--- src/sv/sms_pkg.sv ---
// Shared types, constants and byte-compare functions for the substring match stream.
// No dependencies; imported by sms_front, sms_back and the top module.
package sms_pkg;

    // Fixed field widths
    localparam int TEXT_W         = 8;
    localparam int LEN_W          = 5;
    localparam int VIEW_W         = 24;
    localparam int MATCH_START_W  = 24;
    localparam int MATCH_NUMBER_W = 20;
    localparam int CFG_DATA_W     = 64;
    localparam int CFG_ADDR_W     = 6;
    localparam int QUERY_BITS     = 128;

    // Parameter defaults
    localparam int MAX_QUERY_DEF     = 16;
    localparam int POSITION_BITS_DEF = 24;

    // Register map, one 64-bit register every 8 bytes
    typedef enum logic [2:0] {
        REG_QUERY_LOW  = 3'd0,
        REG_QUERY_HIGH = 3'd1,
        REG_QUERY_LEN  = 3'd2,
        REG_CASE_SENS  = 3'd3,
        REG_SMART_CASE = 3'd4,
        REG_VIEW_OFS   = 3'd5
    } sms_reg_t;

    // Control flags of one queued item
    typedef struct packed {
        logic cand;   // window matches, holdoff still to be applied
        logic last;   // final byte of the text
    } sms_item_t;

    // ASCII A-Z to a-z, everything else unchanged
    function automatic logic [TEXT_W-1:0] fold_byte(input logic [TEXT_W-1:0] c);
        if (c >= 8'h41 && c <= 8'h5A)
            return c + 8'h20;
        return c;
    endfunction

    // One query byte against one text byte under the current mode
    function automatic logic byte_match(input logic [TEXT_W-1:0] q,
                                        input logic [TEXT_W-1:0] t,
                                        input logic              case_sens,
                                        input logic              smart);
        if (!case_sens)
            return fold_byte(q) == fold_byte(t);
        if (smart && q >= 8'h61 && q <= 8'h7A)
            return (t == q) || (t == (q - 8'h20));
        return q == t;
    endfunction

endpackage

--- src/sv/sms_fifo.sv ---
// Two-entry queue between the compare front end and the match back end.
// Depends on nothing; the payload width is a parameter.
module sms_fifo #(
    parameter int WIDTH = 8
) (
    input  logic             clk,
    input  logic             rst_n,
    input  logic             in_valid,
    output logic             in_ready,
    input  logic [WIDTH-1:0] in_data,
    output logic             out_valid,
    input  logic             out_ready,
    output logic [WIDTH-1:0] out_data
);

    logic [WIDTH-1:0] entry_reg [2];
    logic             wr_ptr_reg, wr_ptr_next;
    logic             rd_ptr_reg, rd_ptr_next;
    logic [1:0]       count_reg, count_next;
    logic             push, pop;

    assign in_ready  = (count_reg != 2'd2);
    assign out_valid = (count_reg != 2'd0);
    assign out_data  = entry_reg[rd_ptr_reg];
    assign push      = in_valid && in_ready;
    assign pop       = out_valid && out_ready;

    // Pointer and fill count update
    always_comb
    begin
        wr_ptr_next = push ? ~wr_ptr_reg : wr_ptr_reg;
        rd_ptr_next = pop ? ~rd_ptr_reg : rd_ptr_reg;
        count_next  = count_reg;
        if (push && !pop)
            count_next = count_reg + 2'd1;
        else if (pop && !push)
            count_next = count_reg - 2'd1;
    end

    always_ff @(posedge clk or negedge rst_n)
    begin
        if (!rst_n)
        begin
            wr_ptr_reg <= 1'b0;
            rd_ptr_reg <= 1'b0;
            count_reg  <= 2'd0;
        end
        else
        begin
            wr_ptr_reg <= wr_ptr_next;
            rd_ptr_reg <= rd_ptr_next;
            count_reg  <= count_next;
        end
    end

    // Payload storage, no reset
    always_ff @(posedge clk)
    begin
        if (push)
            entry_reg[wr_ptr_reg] <= in_data;
    end

endmodule

--- src/sv/sms_front.sv ---
// Front end: takes text bytes, keeps the recent-byte window and byte position,
// compares the window with the query. Depends on sms_pkg.
module sms_front
    import sms_pkg::*;
#(
    parameter int MAX_QUERY     = MAX_QUERY_DEF,
    parameter int POSITION_BITS = POSITION_BITS_DEF
) (
    input  logic                     clk,
    input  logic                     rst_n,
    input  logic                     in_valid,
    output logic                     in_ready,
    input  logic [TEXT_W-1:0]        in_byte,
    input  logic                     in_last,
    input  logic [QUERY_BITS-1:0]    query,
    input  logic [LEN_W-1:0]         len_eff,
    input  logic                     case_sens,
    input  logic                     smart,
    output logic                     push_valid,
    input  logic                     push_ready,
    output sms_item_t                push_item,
    output logic [POSITION_BITS-1:0] push_rel_start
);

    localparam int IDX_W = (MAX_QUERY > 1) ? $clog2(MAX_QUERY) : 1;

    logic [TEXT_W-1:0]        win_reg  [MAX_QUERY];
    logic [TEXT_W-1:0]        win_next [MAX_QUERY];
    logic [POSITION_BITS-1:0] pos_reg, pos_next;
    logic [LEN_W-1:0]         len_m1;
    logic [LEN_W-1:0]         idx_full;
    logic                     all_ok;
    logic                     accept;

    assign in_ready   = push_ready;
    assign push_valid = in_valid;
    assign accept     = in_valid && push_ready;
    assign len_m1     = len_eff - LEN_W'(1);

    // Shifted window and parallel compare against every query byte below len_eff
    always_comb
    begin
        idx_full    = '0;
        all_ok      = 1'b1;
        win_next[0] = in_byte;
        for (int k = 1; k < MAX_QUERY; k++)
            win_next[k] = win_reg[k-1];
        for (int j = 0; j < MAX_QUERY; j++)
        begin
            idx_full = len_m1 - LEN_W'(j);
            if (LEN_W'(j) < len_eff)
            begin
                if (!byte_match(query[8*j +: 8], win_next[idx_full[IDX_W-1:0]],
                                case_sens, smart))
                    all_ok = 1'b0;
            end
        end
    end

    // Item flags and offset of the first byte of a candidate match
    always_comb
    begin
        push_item.cand = (len_eff != '0) && (pos_reg >= POSITION_BITS'(len_m1)) && all_ok;
        push_item.last = in_last;
        push_rel_start = pos_reg - POSITION_BITS'(len_m1);
    end

    // Saturating position, cleared after the final byte
    always_comb
    begin
        pos_next = pos_reg;
        if (accept)
        begin
            if (in_last)
                pos_next = '0;
            else if (pos_reg != {POSITION_BITS{1'b1}})
                pos_next = pos_reg + POSITION_BITS'(1);
        end
    end

    always_ff @(posedge clk or negedge rst_n)
    begin
        if (!rst_n)
            pos_reg <= '0;
        else
            pos_reg <= pos_next;
    end

    // Window bytes are only read once the position shows they were written
    always_ff @(posedge clk)
    begin
        if (accept)
            win_reg <= win_next;
    end

endmodule

--- src/sv/sms_back.sv ---
// Back end: applies the overlap holdoff, keeps the match count and drives the
// result register. Depends on sms_pkg.
module sms_back
    import sms_pkg::*;
#(
    parameter int POSITION_BITS = POSITION_BITS_DEF
) (
    input  logic                      clk,
    input  logic                      rst_n,
    input  logic                      item_valid,
    output logic                      item_ready,
    input  sms_item_t                 item,
    input  logic [POSITION_BITS-1:0]  item_rel_start,
    input  logic [LEN_W-1:0]          len_eff,
    input  logic                      smart,
    input  logic [VIEW_W-1:0]         view_offset,
    output logic                      out_valid,
    input  logic                      out_ready,
    output logic [MATCH_START_W-1:0]  out_start,
    output logic [MATCH_NUMBER_W-1:0] out_number
);

    localparam int SUM_W = ((POSITION_BITS > VIEW_W) ? POSITION_BITS : VIEW_W) + 1;
    localparam logic [SUM_W-1:0] POS_MAX = SUM_W'({POSITION_BITS{1'b1}});

    logic                      out_valid_reg, out_valid_next;
    logic [MATCH_START_W-1:0]  start_reg, start_next;
    logic [MATCH_NUMBER_W-1:0] number_reg;
    logic [LEN_W-1:0]          holdoff_reg, holdoff_next;
    logic [MATCH_NUMBER_W-1:0] total_reg, total_next, total_inc;
    logic [SUM_W-1:0]          start_sum;
    logic [POSITION_BITS-1:0]  start_sat;
    logic                      pop, hit;

    assign item_ready = !out_valid_reg || out_ready;
    assign pop        = item_valid && item_ready;
    assign out_valid  = out_valid_reg;
    assign out_start  = start_reg;
    assign out_number = number_reg;

    // Holdoff gate and saturating start position
    always_comb
    begin
        hit       = item.cand && ((holdoff_reg == '0) || smart);
        start_sum = SUM_W'(view_offset) + SUM_W'(item_rel_start);
        start_sat = (start_sum > POS_MAX) ? {POSITION_BITS{1'b1}}
                                          : start_sum[POSITION_BITS-1:0];
        start_next = MATCH_START_W'(start_sat);
        total_inc  = (total_reg != {MATCH_NUMBER_W{1'b1}}) ? total_reg + MATCH_NUMBER_W'(1)
                                                            : total_reg;
    end

    // Per-text state: holdoff counts down each byte, reloads on a non-overlapping hit when smart case is off
    always_comb
    begin
        holdoff_next = holdoff_reg;
        total_next   = total_reg;
        if (pop)
        begin
            holdoff_next = (holdoff_reg != '0) ? holdoff_reg - LEN_W'(1) : holdoff_reg;
            if (hit)
            begin
                total_next = total_inc;
                if (!smart)
                    holdoff_next = len_eff - LEN_W'(1);
            end
            if (item.last)
            begin
                holdoff_next = '0;
                total_next   = '0;
            end
        end
    end

    // Result register valid flag
    always_comb
    begin
        out_valid_next = out_valid_reg;
        if (pop)
            out_valid_next = hit;
        else if (out_ready)
            out_valid_next = 1'b0;
    end

    always_ff @(posedge clk or negedge rst_n)
    begin
        if (!rst_n)
        begin
            out_valid_reg <= 1'b0;
            holdoff_reg   <= '0;
            total_reg     <= '0;
        end
        else
        begin
            out_valid_reg <= out_valid_next;
            holdoff_reg   <= holdoff_next;
            total_reg     <= total_next;
        end
    end

    // Result payload
    always_ff @(posedge clk)
    begin
        if (pop && hit)
        begin
            start_reg  <= start_next;
            number_reg <= total_inc;
        end
    end

endmodule

--- src/sv/substring_match_stream_top.sv ---
// Substring match stream: text bytes in on a stream slave, matches out on a
// stream master, query and mode set over an APB-style port.
// Instantiates sms_front, sms_fifo and sms_back; depends on sms_pkg.
//
// s_axis carries one text byte per transfer; tlast marks the final byte of a
// text, after which position, holdoff and match count start afresh.
// m_axis carries one transfer per match: start position (view offset added,
// saturating) and the running match number within the text.
// Registers (64-bit, byte address 8*i): query bytes 0-7, query bytes 8-15,
// query length, case sensitive, smart case, view offset. Write them only
// while no text is in flight.
// One byte is taken every cycle while the queue has room. The window compare
// is done as the byte is taken; the item then waits in the two-entry queue and
// the back end applies holdoff and count as it leaves, registering m_axis_tvalid.
// When the receiver stalls the result register holds, the two-entry queue
// fills and s_axis_tready drops; it rises again in the cycle after the stall ends.
// rst_n clears the registers to their defaults (query length 1, case
// sensitive) and empties the queue and result register.
module substring_match_stream_top
    import sms_pkg::*;
#(
    parameter int MAX_QUERY     = MAX_QUERY_DEF,
    parameter int POSITION_BITS = POSITION_BITS_DEF
) (
    input  logic                  clk,
    input  logic                  rst_n,
    // APB-style configuration
    input  logic                  psel,
    input  logic                  penable,
    input  logic                  pwrite,
    input  logic [CFG_ADDR_W-1:0] paddr,
    input  logic [CFG_DATA_W-1:0] pwdata,
    output logic [CFG_DATA_W-1:0] prdata,
    output logic                  pready,
    // Text in
    input  logic                  s_axis_tvalid,
    output logic                  s_axis_tready,
    input  logic [7:0]            s_axis_tdata,   // [7:0] text_byte
    input  logic                  s_axis_tlast,   // end_of_text
    // Matches out
    output logic                  m_axis_tvalid,
    input  logic                  m_axis_tready,
    output logic [47:0]           m_axis_tdata    // [23:0] match_start, [43:24] match_number
);

    localparam int ITEM_W  = $bits(sms_item_t);
    localparam int QITEM_W = ITEM_W + POSITION_BITS;

    logic [CFG_DATA_W-1:0]     query_low_reg;
    logic [CFG_DATA_W-1:0]     query_high_reg;
    logic [LEN_W-1:0]          query_len_reg;
    logic                      case_sens_reg;
    logic                      smart_case_reg;
    logic [VIEW_W-1:0]         view_ofs_reg;
    logic                      cfg_write;
    sms_reg_t                  cfg_sel;
    logic [LEN_W-1:0]          len_eff;
    logic                      smart;

    logic                      push_valid, push_ready;
    sms_item_t                 push_item;
    logic [POSITION_BITS-1:0]  push_rel_start;
    logic                      pop_valid, pop_ready;
    logic [QITEM_W-1:0]        pop_data;
    sms_item_t                 pop_item;
    logic [POSITION_BITS-1:0]  pop_rel_start;
    logic [MATCH_START_W-1:0]  match_start;
    logic [MATCH_NUMBER_W-1:0] match_number;

    assign pready    = 1'b1;
    assign cfg_sel   = sms_reg_t'(paddr[5:3]);
    assign cfg_write = psel && penable && pwrite && pready;

    // Register writes
    always_ff @(posedge clk or negedge rst_n)
    begin
        if (!rst_n)
        begin
            query_low_reg  <= '0;
            query_high_reg <= '0;
            query_len_reg  <= LEN_W'(1);
            case_sens_reg  <= 1'b1;
            smart_case_reg <= 1'b0;
            view_ofs_reg   <= '0;
        end
        else if (cfg_write)
        begin
            case (cfg_sel)
                REG_QUERY_LOW:  query_low_reg  <= pwdata;
                REG_QUERY_HIGH: query_high_reg <= pwdata;
                REG_QUERY_LEN:  query_len_reg  <= pwdata[LEN_W-1:0];
                REG_CASE_SENS:  case_sens_reg  <= pwdata[0];
                REG_SMART_CASE: smart_case_reg <= pwdata[0];
                REG_VIEW_OFS:   view_ofs_reg   <= pwdata[VIEW_W-1:0];
                default:        ;
            endcase
        end
    end

    // Register reads
    always_comb
    begin
        case (cfg_sel)
            REG_QUERY_LOW:  prdata = query_low_reg;
            REG_QUERY_HIGH: prdata = query_high_reg;
            REG_QUERY_LEN:  prdata = CFG_DATA_W'(query_len_reg);
            REG_CASE_SENS:  prdata = CFG_DATA_W'(case_sens_reg);
            REG_SMART_CASE: prdata = CFG_DATA_W'(smart_case_reg);
            REG_VIEW_OFS:   prdata = CFG_DATA_W'(view_ofs_reg);
            default:        prdata = '0;
        endcase
    end

    // Mode decode and query length clamp
    assign smart   = case_sens_reg && smart_case_reg;
    assign len_eff = (query_len_reg > LEN_W'(MAX_QUERY)) ? LEN_W'(MAX_QUERY) : query_len_reg;

    sms_front #(
        .MAX_QUERY     (MAX_QUERY),
        .POSITION_BITS (POSITION_BITS)
    ) u_front (
        .clk            (clk),
        .rst_n          (rst_n),
        .in_valid       (s_axis_tvalid),
        .in_ready       (s_axis_tready),
        .in_byte        (s_axis_tdata),
        .in_last        (s_axis_tlast),
        .query          ({query_high_reg, query_low_reg}),
        .len_eff        (len_eff),
        .case_sens      (case_sens_reg),
        .smart          (smart),
        .push_valid     (push_valid),
        .push_ready     (push_ready),
        .push_item      (push_item),
        .push_rel_start (push_rel_start)
    );

    sms_fifo #(
        .WIDTH (QITEM_W)
    ) u_queue (
        .clk       (clk),
        .rst_n     (rst_n),
        .in_valid  (push_valid),
        .in_ready  (push_ready),
        .in_data   ({push_item, push_rel_start}),
        .out_valid (pop_valid),
        .out_ready (pop_ready),
        .out_data  (pop_data)
    );

    assign pop_item      = sms_item_t'(pop_data[QITEM_W-1:POSITION_BITS]);
    assign pop_rel_start = pop_data[POSITION_BITS-1:0];

    sms_back #(
        .POSITION_BITS (POSITION_BITS)
    ) u_back (
        .clk            (clk),
        .rst_n          (rst_n),
        .item_valid     (pop_valid),
        .item_ready     (pop_ready),
        .item           (pop_item),
        .item_rel_start (pop_rel_start),
        .len_eff        (len_eff),
        .smart          (smart),
        .view_offset    (view_ofs_reg),
        .out_valid      (m_axis_tvalid),
        .out_ready      (m_axis_tready),
        .out_start      (match_start),
        .out_number     (match_number)
    );

    assign m_axis_tdata = {4'b0000, match_number, match_start};

endmodule
--- config.mk ---
export PLATFORM = sky130hd
export DESIGN_NAME = substring_match_stream_top
export DESIGN_NICKNAME = d
export VERILOG_FILES = /design/src/sv/sms_pkg.sv /design/src/sv/sms_fifo.sv /design/src/sv/sms_front.sv /design/src/sv/sms_back.sv /design/src/sv/substring_match_stream_top.sv
export SDC_FILE = /design/constraint.sdc
export NUM_CORES = 1
export LEC_CHECK = 0
export BUFFER_PORTS_ARGS = -buffer_cell sky130_fd_sc_hd__buf_4
export CORE_MARGIN = 4
export CORE_UTILIZATION = 55
export CTS_CLUSTER_DIAMETER = 30
export CTS_CLUSTER_SIZE = 25
export DETAILED_ROUTE_END_ITERATION = 7
export GPL_TIMING_DRIVEN = 0
export PLACE_DENSITY = 0.7
export SLEW_MARGIN = 20
export SYNTH_ARGS = -nofsm -noshare
export SYNTH_HDL_FRONTEND = slang
export SYNTH_SLANG_ARGS = --single-unit
export TNS_END_PERCENT = 1
--- constraint.sdc ---
create_clock -name clk -period 14.36 [get_ports clk]
set_input_delay 2.154 -clock clk [delete_from_list [all_inputs] [get_ports clk]]
set_output_delay 2.154 -clock clk [all_outputs]
set_load 0.005 [all_outputs]
# [Word level (Yosys, flattened, before mapping)]
# Memories as Yosys holds them, arrays and structs flattened.
# Index checks and enable logic that the tools add are counted.
[classes] add_sub_neg=71 muxes=466 reduce_logical=113 order_cmp=131 bitwise=18 eq_ne=72
[ops] op="8-bit 2-to-1 mux" count=160
[ops] op="8-bit binary-select mux with 4-bit select" count=16
[ops] op="8-bit == test" count=64
[ops] op="8-bit by 7-bit greater-or-equal comparator with 1-bit output (second input constant)" count=48
[ops] op="8-bit by 7-bit <= comparator with 1-bit output (second input constant)" count=48
[ops] op="64-bit one-hot mux with 6 select lines" count=1
[ops] op="1-bit 2-to-1 mux" count=277
[ops] op="8-bit by 6-bit adder with 8-bit output (second input constant)" count=32
[ops] op="8-bit by 6-bit subtractor with 8-bit output (second input constant)" count=16
[ops] op="5-bit greater-or-equal comparator (second input constant)" count=16
[ops] op="4-bit NOT with 5-bit output" count=16
[ops] op="1-bit logical AND" count=75
[ops] op="20-bit 2-to-1 mux" count=3
[ops] op="24-bit 2-to-1 mux" count=2
[ops] op="4-bit by 5-bit less-than comparator with 1-bit output (first input constant)" count=8
[ops] op="4-bit subtractor (second input constant)" count=8
[ops] op="24-bit by 24-bit adder with 25-bit output" count=1
[ops] op="25-bit by 24-bit > comparator with 1-bit output (second input constant)" count=1
[ops] op="5-bit 2-to-1 mux" count=5
[ops] op="24-bit by 1-bit adder with 24-bit output (second input constant)" count=1
[ops] op="24-bit by 5-bit greater-or-equal comparator with 1-bit output" count=1
[ops] op="24-bit inequality test (second input constant)" count=1
[ops] op="24-bit by 5-bit subtractor with 24-bit output" count=1
[ops] op="20-bit by 1-bit adder with 20-bit output (second input constant)" count=1
[ops] op="other kinds (24)" count=69
[word_totals] ram_bits=52 n_memories=1 register_bits=377 output_inout_bits=115
[memory_table] memory="u_queue.entry_reg" depth=2 width=26 read_ports=1 rd_clocked_by_memory_dff=0 write_ports=1 line="sms_fifo.sv:16" source="logic [WIDTH-1:0] entry_reg [2];"

# [Longest topological paths before layout]
[logic_depth] word_depth=54 ltp_mapped=28

# [By module]
# From an unflattened synthesis, not the netlist that was laid out.
[unflattened] hier_cells=3161 hier_area_um2=33619.7
[by_module_without_submodules] module="sms_front" seq_area_each_um2=4204.0 area_each_um2=19481.2 n_inst=1 cells_per_inst=2081
[by_module_without_submodules] module="substring_match_stream_top" seq_area_each_um2=3981.3 area_each_um2=7292.0 n_inst=1 cells_per_inst=491
[by_module_without_submodules] module="sms_back" seq_area_each_um2=1971.9 area_each_um2=4675.7 n_inst=1 cells_per_inst=490
[by_module_without_submodules] module="sms_fifo" seq_area_each_um2=1661.6 area_each_um2=2170.8 n_inst=1 cells_per_inst=99

# [Worst setup path before layout]
# OpenSTA, ideal clock, no wires.
[synth_path] kind="flip-flop to flip-flop" from="reg query_len_reg[0]" to="mem u_queue.entry_reg[0][25] (netlist bit) (data pin)" setup_ns=0.138 path_buffers=10 setup_slack_ns=7.709 synth_period_minus_slack_ns=6.651 stages_incl_launch_ff=25 required_time_ns=14.222 arrival_ns=6.514 path_cell_list="dfstp_2 > nor2b_2 > inv_2 > buf_6 > buf_6 > buf_4 > buf_2 > ha_1 > xnor2_4 > clkbuf_1 > buf_1 > buf_1 > clkbuf_1 > ha_1 > clkbuf_1 > clkbuf_1 > mux4_2 > a21oi_1 > o2bb2ai_1 > nor4_1 > mux2_1 > o41ai_1 > nand4_1 > nor4_1 > o2111a_1"
[synth_rtl] element="from (decl)" line="substring_match_stream_top.sv:51" source="logic [LEN_W-1:0] query_len_reg;"
[synth_rtl] element="from (signal assigned)" line="substring_match_stream_top.sv:91" source="REG_QUERY_LEN: query_len_reg <= pwdata[LEN_W-1:0];"
[synth_rtl] element="to (decl)" line="sms_fifo.sv:16"

==> flow_summary_export.csv <==
group,metric,value,unit
detailed_routing,firstDrtPassIters,6,
detailed_routing,viasPerCell,6.84,
floorplan,start_util,56.0,%
sta,worstMarginPinSlew,1260,ps
final_layout,nets,3472,
cts,cts.path.max_buffers,3,
cts,clk_latency,670,ps
floorplan,core,58100,sq um
yosys,synth_flop_cell,"edfxtp_1",
place,place_congestion,1.13,
cts,htree_levels,3,
detailed_routing,wl_met3,14100,microns
grt,track_usage,37.4,%
cts,cts_tree,"yes",
cts,cts.sinks,429,
setup_path,cp_slowest_cell,"mux2i_1",
setup_path,arrival,10350,ps
sta,fin_crit,9900,ps
power_and_ir_drop,p_int,0.00544,W
setup_path,cpPeakStageDelay,760,ps
floorplan,rows,88,
sta,rsz0062_at_grt,"no",
setup_path,end_kind,"flip-flop",
sta,hold_violations,0,
sta,fin_worst_skew,24.1,ps
power_and_ir_drop,pwr-share-clk,24.6,%
detailed_routing,first_iter_violations,3131,
detailed_routing,wirelength_met1,44500,microns
yosys,yosys_warnings,0,
yosys,syn-cell-area,32600,sq um
yosys,netlist_instances,2977,
cts,postCtsHoldBufs,0,
sta,setup_viol,0,
final_layout,layout-drive-gt1-share,24.8,%
sta,post-route-period-util,68.9,%
detailed_routing,routed.top_layer,"met4",
cts,clk_pin_slew,50,ps
detailed_routing,drc,0,
place,port_buffers,191,
power_and_ir_drop,seqPwrFrac,20.3,%
yosys,synth_cell_types,102,
sta,drv_slew,0,
final_layout,area_growth,19.0,%
yosys,ys_async_sr_fraction,49.7,%
detailed_routing,wl_per_cell,29.2,microns
floorplan,num_io_pins,201,
sta,tns,0,ps
final_layout,antenna_cells,0,
cts,cts_resized,0,
final_layout,fillers,4353,
status,outcome,"finished, final reports clean",
detailed_routing,num_vias,28262,
place,dp_hpwl,92600,microns
grt,grt_pass1_vias,27364,
setup_path,cp_top_family,"buffers and inverters",
grt,grt_pass1_wl,178000,microns
setup_path,cp_max_fo,12,
grt,overflow,0,
yosys,synth-edff-count,216,
final_layout,post-route-util,66.6,%
setup_path,cp_num_buf_inv,11,
setup_path,critical_path_class,"flip-flop to flip-flop",
detailed_routing,drt_wl_total,121000,microns
yosys,synth.avg_cell_area,10.9,sq um
setup_path,cpMostUsedCell,"clkbuf_1",
power_and_ir_drop,p_leak,15.5,nW
power_and_ir_drop,pwr-share-comb,55.1,%
floorplan,die_x,251,microns
cts,post_cts_buffers,0,
yosys,ys_seq_elements,429,
grt,grt_antenna_before_repair,1,
floorplan,die_h,251,microns
cts,cts_buffers,100,
sta,max_slew_margin,15.3,%
setup_path,cp-start-kind,"flip-flop",
job,drv_cap,0,
yosys,synth-seq-area-share,36.3,%
final_layout,largest_reg_flops,120,
grt,grt_max_degree,90,
sta,max_freq,101,MHz
power_and_ir_drop,switchingPower,0.00434,W
detailed_routing,ant_nets,0,
setup_path,cp.required,14810,ps
power_and_ir_drop,switching_share,44.4,%
hold_path,hp-class,"flip-flop to flip-flop",
floorplan,dieArea,63200,sq um
cts,root_buffer,"clkbuf_16",
power_and_ir_drop,powerDensity,252,nW/um^2
detailed_routing,wl_met2,54500,microns
power_and_ir_drop,vdd_drop_max,0.190,mV
==> cell usage in the layout (no fill, tap or decap), types with 22 or more instances in the layout <==
cell type  netlist  final
nor2_1         223    221
edfxtp_1       216    216
dfrtp_1        211    211
buf_4           16    208
nand2_1        200    200
mux4_2         182    182
mux2_2         173    173
xnor2_1        154    154
mux2i_1        152    152
a21oi_1        124    124
o21ai_0        125    123
clkbuf_1       114    119
xor2_1         108    108
ha_1           105    105
clkbuf_16        0    105
inv_1           92     91
nand3_1         73     73
nor3_1          57     56
a22o_1          45     45
nor4_1          35     33
nand2b_1        27     27
a31oi_1         27     27
a211oi_1        25     25
o22ai_1         24     24
buf_2           22     23
o211ai_1        23     23
or4_1           22     22
==> power groups by stage <==
| stage | logic, W | registers [W] | clock network, W |
|---|---|---|---|
| floorplan | 0.00367 | 0.00187 | 0 |
| global placement | 0.00505 | 0.00198 | 0 |
| detailed placement | 0.00521 | 0.00198 | 0 |
| CTS | 0.00524 | 0.00196 | 0.00242 |
| global route | 0.00568 | 0.00200 | 0.00250 |
| finish | 0.00538 | 0.00198 | 0.00241 |
==> worst reg2reg max path, delay by kind of cell, from the launching register on <==
kind / cells / cell delay (ps)
buffers and inverters: 11 / 4230
adder cells (fa/ha/maj): 2 / 680
XOR/XNOR: 3 / 770
AND/OR/NAND/NOR: 3 / 1240
flip-flops: 1 / 620
AO/OA/AOI/OAI: 3 / 880
multiplexers: 3 / 1280
==> layout make-up <==
type,count,area [sq um],share of cell area [%]
repair buffers,197,1560,4.02
clock inverters,72,910,2.35
plain buffers,178,853,2.20
multi-input cells,2276,19600,50.5
clock buffers,116,2700,6.97
well taps,765,957,2.47
flip-flops and latches,429,11800,30.5
inverters,97,372,0.959
==> layer usage <==
metal / GRT usage (%) / up-vias
met1: 48.2 / 14024
met2: 58.0 / 1853
met4: 19.3 / 0
met3: 10.8 / 392
met5: 0 / -
li1: - / 11993
==> cell families after synthesis <==
logic type      after synthesis  share of synthesized area [%]
compound gates              585                           12.2
fa+ha+maj                   110                           4.25
mux                         516                           23.7
flops                       429                           36.3
xor+xnor                    282                           8.23
other cells                   2                         0.0231
simple gates                778                           11.6
buf+inv                     275                           3.72
==> cells in the mapped netlist (22+ instances only) <==
cell type	instances	area [sq um]
clkbuf_1	114	428
o211ai_1	23	173
mux4_2	182	4100
nand2_1	200	751
mux2i_1	152	1520
nor2_1	223	837
or4_1	22	165
mux2_2	173	1950
nor3_1	57	285
ha_1	105	1310
buf_2	22	110
nor4_1	35	219
a211oi_1	25	188
xnor2_1	154	1350
a31oi_1	27	169
xor2_1	108	946
a22o_1	45	394
inv_1	92	345
o22ai_1	24	150
nand3_1	73	365
a21oi_1	124	621
nand2b_1	27	169
dfrtp_1	211	5280
edfxtp_1	216	6490
o21ai_0	125	626
==> metrics by stage <==
step	std cells	area [sq um]	setup WS (ps)	total power, W	hold WS, ps
final	4130	38700	4460	0.00978	514
after detailed placement	3942	35100	4710	0.00719	498
after global routing	4130	38700	4080	0.0102	516
after CTS	4130	38700	4660	0.00962	506
after global placement	3936	35000	4430	0.00703	479
after floorplan	2980	32600	7710	0.00553	461
==> final timing paths <==
kind,start,end,slack (ps),cells after the start
setup / recovery,query_len_reg[0],u_queue.entry_reg[0][25],4460,25
hold / removal,u_queue.count_reg[1],u_queue.count_reg[1],510,1
setup reg to reg,query_len_reg[0],u_queue.entry_reg[0][25],4460,25
hold reg to reg,u_queue.count_reg[1],u_queue.count_reg[1],510,1
max in group asynchronous,rst_n,query_low_reg[46],12110,2
min in group asynchronous,rst_n,view_ofs_reg[15],1400,1
(Power assumes the default switching activity.)
